<file path="config.mk">
export PLATFORM = sky130hd
export DESIGN_NAME = lpff_front
export DESIGN_NICKNAME = d
export VERILOG_FILES = /design/src/rtl/lpff_pkg.sv /design/src/rtl/lpff_front.sv
export SDC_FILE = /design/constraint.sdc
export NUM_CORES = 1
export LEC_CHECK = 0
export BUFFER_PORTS_ARGS = -buffer_cell sky130_fd_sc_hd__buf_2
export CAP_MARGIN = 20
export CORE_MARGIN = 5
export CORE_UTILIZATION = 55
export CTS_BUF_LIST = sky130_fd_sc_hd__clkbuf_8 sky130_fd_sc_hd__clkbuf_16
export DETAILED_ROUTE_END_ITERATION = 16
export GPL_TIMING_DRIVEN = 1
export PLACE_DENSITY = 0.83
export SETUP_SLACK_MARGIN = 0.1
export SLEW_MARGIN = 20
export SYNTH_ARGS = -nofsm -noshare
export SYNTH_HDL_FRONTEND = slang
export SYNTH_SLANG_ARGS = --single-unit
</file>
<file path="constraint.sdc">
create_clock -name clk -period 3.88 [get_ports clk]
set_input_delay 0.194 -clock clk [delete_from_list [all_inputs] [get_ports clk]]
set_output_delay 0.194 -clock clk [all_outputs]
set_load 0.01 [all_outputs]
</file>
<file path="src/rtl/lpff_pkg.sv">
// lpff_pkg: shared types and codes for the length-prefixed frame FIFO.
// Used by lpff_front, lpff_back and length_prefixed_frame_fifo.
package lpff_pkg;

  localparam int LPFF_CAPACITY = 4096;
  localparam int HEADER_BYTES  = 4;

  typedef enum logic [1:0] {
    ACT_PUSH  = 2'd0,
    ACT_POP   = 2'd1,
    ACT_CLEAR = 2'd2,
    ACT_NONE  = 2'd3
  } action_t;

  typedef enum logic [2:0] {
    ST_PUSHED     = 3'd0,
    ST_REJECTED   = 3'd1,
    ST_HDR_SHORT  = 3'd2,
    ST_INCOMPLETE = 3'd3,
    ST_MSG_START  = 3'd4,
    ST_MSG_BYTE   = 3'd5,
    ST_CLEARED    = 3'd6
  } status_t;

  typedef struct packed {
    action_t     action;
    logic [7:0]  data;
    logic        first;
    logic [11:0] len;
  } cmd_t;

endpackage

</file>
<file path="src/rtl/lpff_front.sv">
// lpff_front: accepts input items, drops the unused action code and
// queues commands in a two-entry queue. Depends on lpff_pkg.
module lpff_front
  import lpff_pkg::*;
(
  input  logic        clk,
  input  logic        rst_n,
  input  logic        in_valid,
  output logic        in_stall,
  input  logic [1:0]  in_action,
  input  logic [7:0]  in_data_byte,
  input  logic        in_chunk_first,
  input  logic [11:0] in_chunk_length,
  output logic        cmd_valid,
  output cmd_t        cmd,
  input  logic        cmd_take
);

  cmd_t       q_r [2];
  logic       wr_ptr_r, wr_ptr_nxt;
  logic       rd_ptr_r, rd_ptr_nxt;
  logic [1:0] cnt_r, cnt_nxt;
  logic       push;
  logic       pop;
  cmd_t       in_cmd;

  assign in_stall  = (cnt_r == 2'd2);
  assign cmd_valid = (cnt_r != 2'd0);
  assign cmd       = q_r[rd_ptr_r];

  always_comb begin
    in_cmd.action = action_t'(in_action);
    in_cmd.data   = in_data_byte;
    in_cmd.first  = in_chunk_first;
    in_cmd.len    = in_chunk_length;
  end

  assign push = in_valid && !in_stall && (action_t'(in_action) != ACT_NONE);
  assign pop  = cmd_take && cmd_valid;

  always_comb begin
    wr_ptr_nxt = push ? ~wr_ptr_r : wr_ptr_r;
    rd_ptr_nxt = pop ? ~rd_ptr_r : rd_ptr_r;
    cnt_nxt    = cnt_r + {1'b0, push} - {1'b0, pop};
  end

  always_ff @(posedge clk) begin
    if (!rst_n) begin
      wr_ptr_r <= 1'b0;
      rd_ptr_r <= 1'b0;
      cnt_r    <= 2'd0;
    end else begin
      wr_ptr_r <= wr_ptr_nxt;
      rd_ptr_r <= rd_ptr_nxt;
      cnt_r    <= cnt_nxt;
    end
  end

  always_ff @(posedge clk) begin
    if (push) begin
      q_r[wr_ptr_r] <= in_cmd;
    end
  end

  property p_no_pop_empty;
    @(posedge clk) disable iff (!rst_n) cmd_take |-> cmd_valid;
  endproperty
  a_no_pop_empty: assert property (p_no_pop_empty) else $error("pop from empty queue");

  property p_cnt_step;
    @(posedge clk) disable iff (!rst_n) push && !pop |=> cnt_r == $past(cnt_r) + 2'd1;
  endproperty
  a_cnt_step: assert property (p_cnt_step) else $error("queue count slip");

  property p_never_over;
    @(posedge clk) disable iff (!rst_n) cnt_r != 2'd3;
  endproperty
  a_never_over: assert property (p_never_over) else $error("queue overflow");

endmodule

</file>
==> impl_metrics.toml <==
[detailed_routing]
routed_wl_mm = 3.01
viasPerCell = 4.92
drc = 0
wire_per_inst_um = 15.1
drt_iter0_markers = 25
ant_nets = 0
via_count = 980
first_pass_iters = 4

[power_and_ir_drop]
ir_drop_mv = 0.363
powerDensity_nw_per_um2 = 610
p_leak_nw = 0.890

[worst_hold_path]
min_to = "q_r[0][8]$_DFFE_PP_"
worstHoldStart = "in_chunk_length[8]"
hold_path.class = "input pin to flop"
hold_path_depth = 1

[floorplan]
rows = 21
io_pins = 52
start_util_pct = 57.2
die_h_um = 69.1
coreArea_um2 = 3360
chipWidth_um = 69.1
die_area_um2 = 4780

[timing]
tns_ps = 0
fin_worst_skew_ps = 6.88
final-setup-viol-count = 0
tightest_slew_ps = 992
max_freq_mhz = 489
period_needed_ps = 2040
hold_slack_ps = 82.1
fin_crit_sh_pct = 52.7
drv_slew = 0
rsz0062_at_grt = "no"
slew_headroom_pct = 33.7
hold_viol_final = 0

[critical_path]
cp_max_fo = 23
reg2reg_slack_ps = 2120
critPathSlowestCell = "dfxtp_1"
cp_slowest_stage_delay_ps = 980
path_cells = "mux2_2 -> buf_2"
cp_data_required_time_ps = 3690
start_kind = "flop"
critPathKind = "flop to output pin"
reg2reg_from = "cnt_r[1]$_SDFF_PN0_"
r2r_cells = 8
reg2reg_to = "cnt_r[1]$_SDFF_PN0_"
cp.arrival_ps = 1850
cp-end-kind = "output pin"

[global_route]
overflow = 0
grt_pass1_wl_mm = 4.98
antenna_found_initial = 0
first_global_vias = 1069
grt_use_total_pct = 13.7
grt_max_degree = 24

[cts]
cts_tree = "built"
cts-buffers-inserted = 5
htreeDepth = 2
clockRootBuffer = "clkbuf_8"
cts_buffer_depth = 2
cts.sinks = 51
cts_hold_buffers = 0
post_cts.repair.setup_buffers = 0
cts_resized = 0
clkLatencyLatePin_ps = 300
clkTransAtPathRegs_ps = 80

[synth]
synth_nets = 126
synth.distinct_cells = 16
yosysTopAreaCell = "edfxtp_1"
ys_ff_latch = 51
synth.avg_cell_area_um2 = 19.8
yosys-top-cells-area = "edfxtp_1 72%, mux2_2 13%, dfxtp_1 5.2%"
syn_inst = 97
synthFlopType = "edfxtp_1"
syn_area_um2 = 1920
synthArstFlopShare_pct = 0
synth_edf_count = 46
seq_area_frac_synth_pct = 77.0
synth.top_cell.area_share_pct = 71.8
yosysWarnings = 0
synth_most_common_cell = "edfxtp_1"
synthTopCellsByCount = "46 x edfxtp_1, 23 x mux2_2, 5 x dfxtp_1, 3 x nand2_1, 3 x xnor2_1"

[layout]
stdcell_count = 199
final_net_count = 182
diodes = 0
layout-area-overhead-vs-synth_pct = 21.2
drive_gt1_share_pct = 55.6
final_util_pct = 69.3

[placed_design]
dpl.hpwl_mm = 2.15
dp.cells = 192
gp_congestion = 0.677
io_buffers = 51

[outcome]
status = "completed"

[job]
cap_violations = 0
## sequential cells by signal, indices dropped and copies added, names as in the netlist, named ones only
signal and flops:
cnt_r 2, q_r 46, rd_ptr_r 1, wr_ptr_r 1
## area by class of cell
class                      count  area (um^2)
timing repair buffer          51          255
multi-input combinational     42          427
clock inverter                 2         33.8
tap                           46         57.6
fill                         255         1030
clock buffer                   5         68.8
sequential                    51         1480
inverter                       2         7.51
## worst max-delay path: cells and delay by family, from the launching register on
kind                   cells  cell delay (ps)
buffers and inverters      1              140
DFF                        1              980
muxes                      1              430
## worst max-delay path by stage
stage	slack, ps	startpoint	depth (start not counted)	end
5_1_grt	1720	flop	2	cmd[12]
2_1_floorplan	1860	cnt_r[1]$_SDFF_PN0_	3	q_r[1][0]$_DFFE_PP_
4_1_cts	1790	flop	2	cmd[9]
3_3_place_gp	2020	cnt_r[1]$_SDFF_PN0_	3	q_r[1][20]$_DFFE_PP_
6_report	1840	flop	2	cmd[11]
3_5_place_dp	1930	cnt_r[1]$_SDFF_PN0_	3	q_r[1][10]$_DFFE_PP_
## cell usage in the layout, fill, tap and decap left out
cell        n
xnor2_1     3
nand3b_4    1
inv_1       3
buf_2      51
nor2b_1     2
edfxtp_1   46
dfxtp_1     5
nand2_1     3
mux2i_1     1
bufinv_16   1
mux2_2     23
or2_2       1
and2_1      2
nor2_4      2
clkbuf_8    5
nor2b_4     1
ha_1        2
o21a_1      1
## cell families after synthesis
logic type | Yosys count | synth area share, %
AOI/OAI and AO/OA | 1 | 0.391
muxes | 24 | 14.0
DFF | 51 | 77.0
buffers and inverters | 4 | 1.56
xor gates and xnor gates | 3 | 1.37
and+or+nand+nor | 12 | 4.36
adders and majority gates | 2 | 1.30
## per-layer routing
metal	vias up	track usage, %	part of all wire [%]
met4	0	5.86	1.8
met5	-	0	0
li1	475	-	-
met2	26	24.6	59
met3	5	5.52	5.0
met1	474	14.0	35
## through the flow
| step | instance area [um^2] | total power [mW] | setup WS [ps] |
|---|---|---|---|
| detailed placement | 2220 | 1.10 | 1930 |
| finish | 2330 | 1.42 | 1840 |
| CTS | 2320 | 1.44 | 1790 |
| floorplan | 1920 | 0.978 | 1860 |
| global placement | 2220 | 1.08 | 2020 |
| global route | 2330 | 1.50 | 1720 |
## where the power goes
part	switching [mW]	internal (mW)	total (mW)
combinational	0.165	0.188	0.353
sequential	0.0548	0.678	0.733
clock	0.150	0.186	0.336
Power figures use the tool's default switching activity.
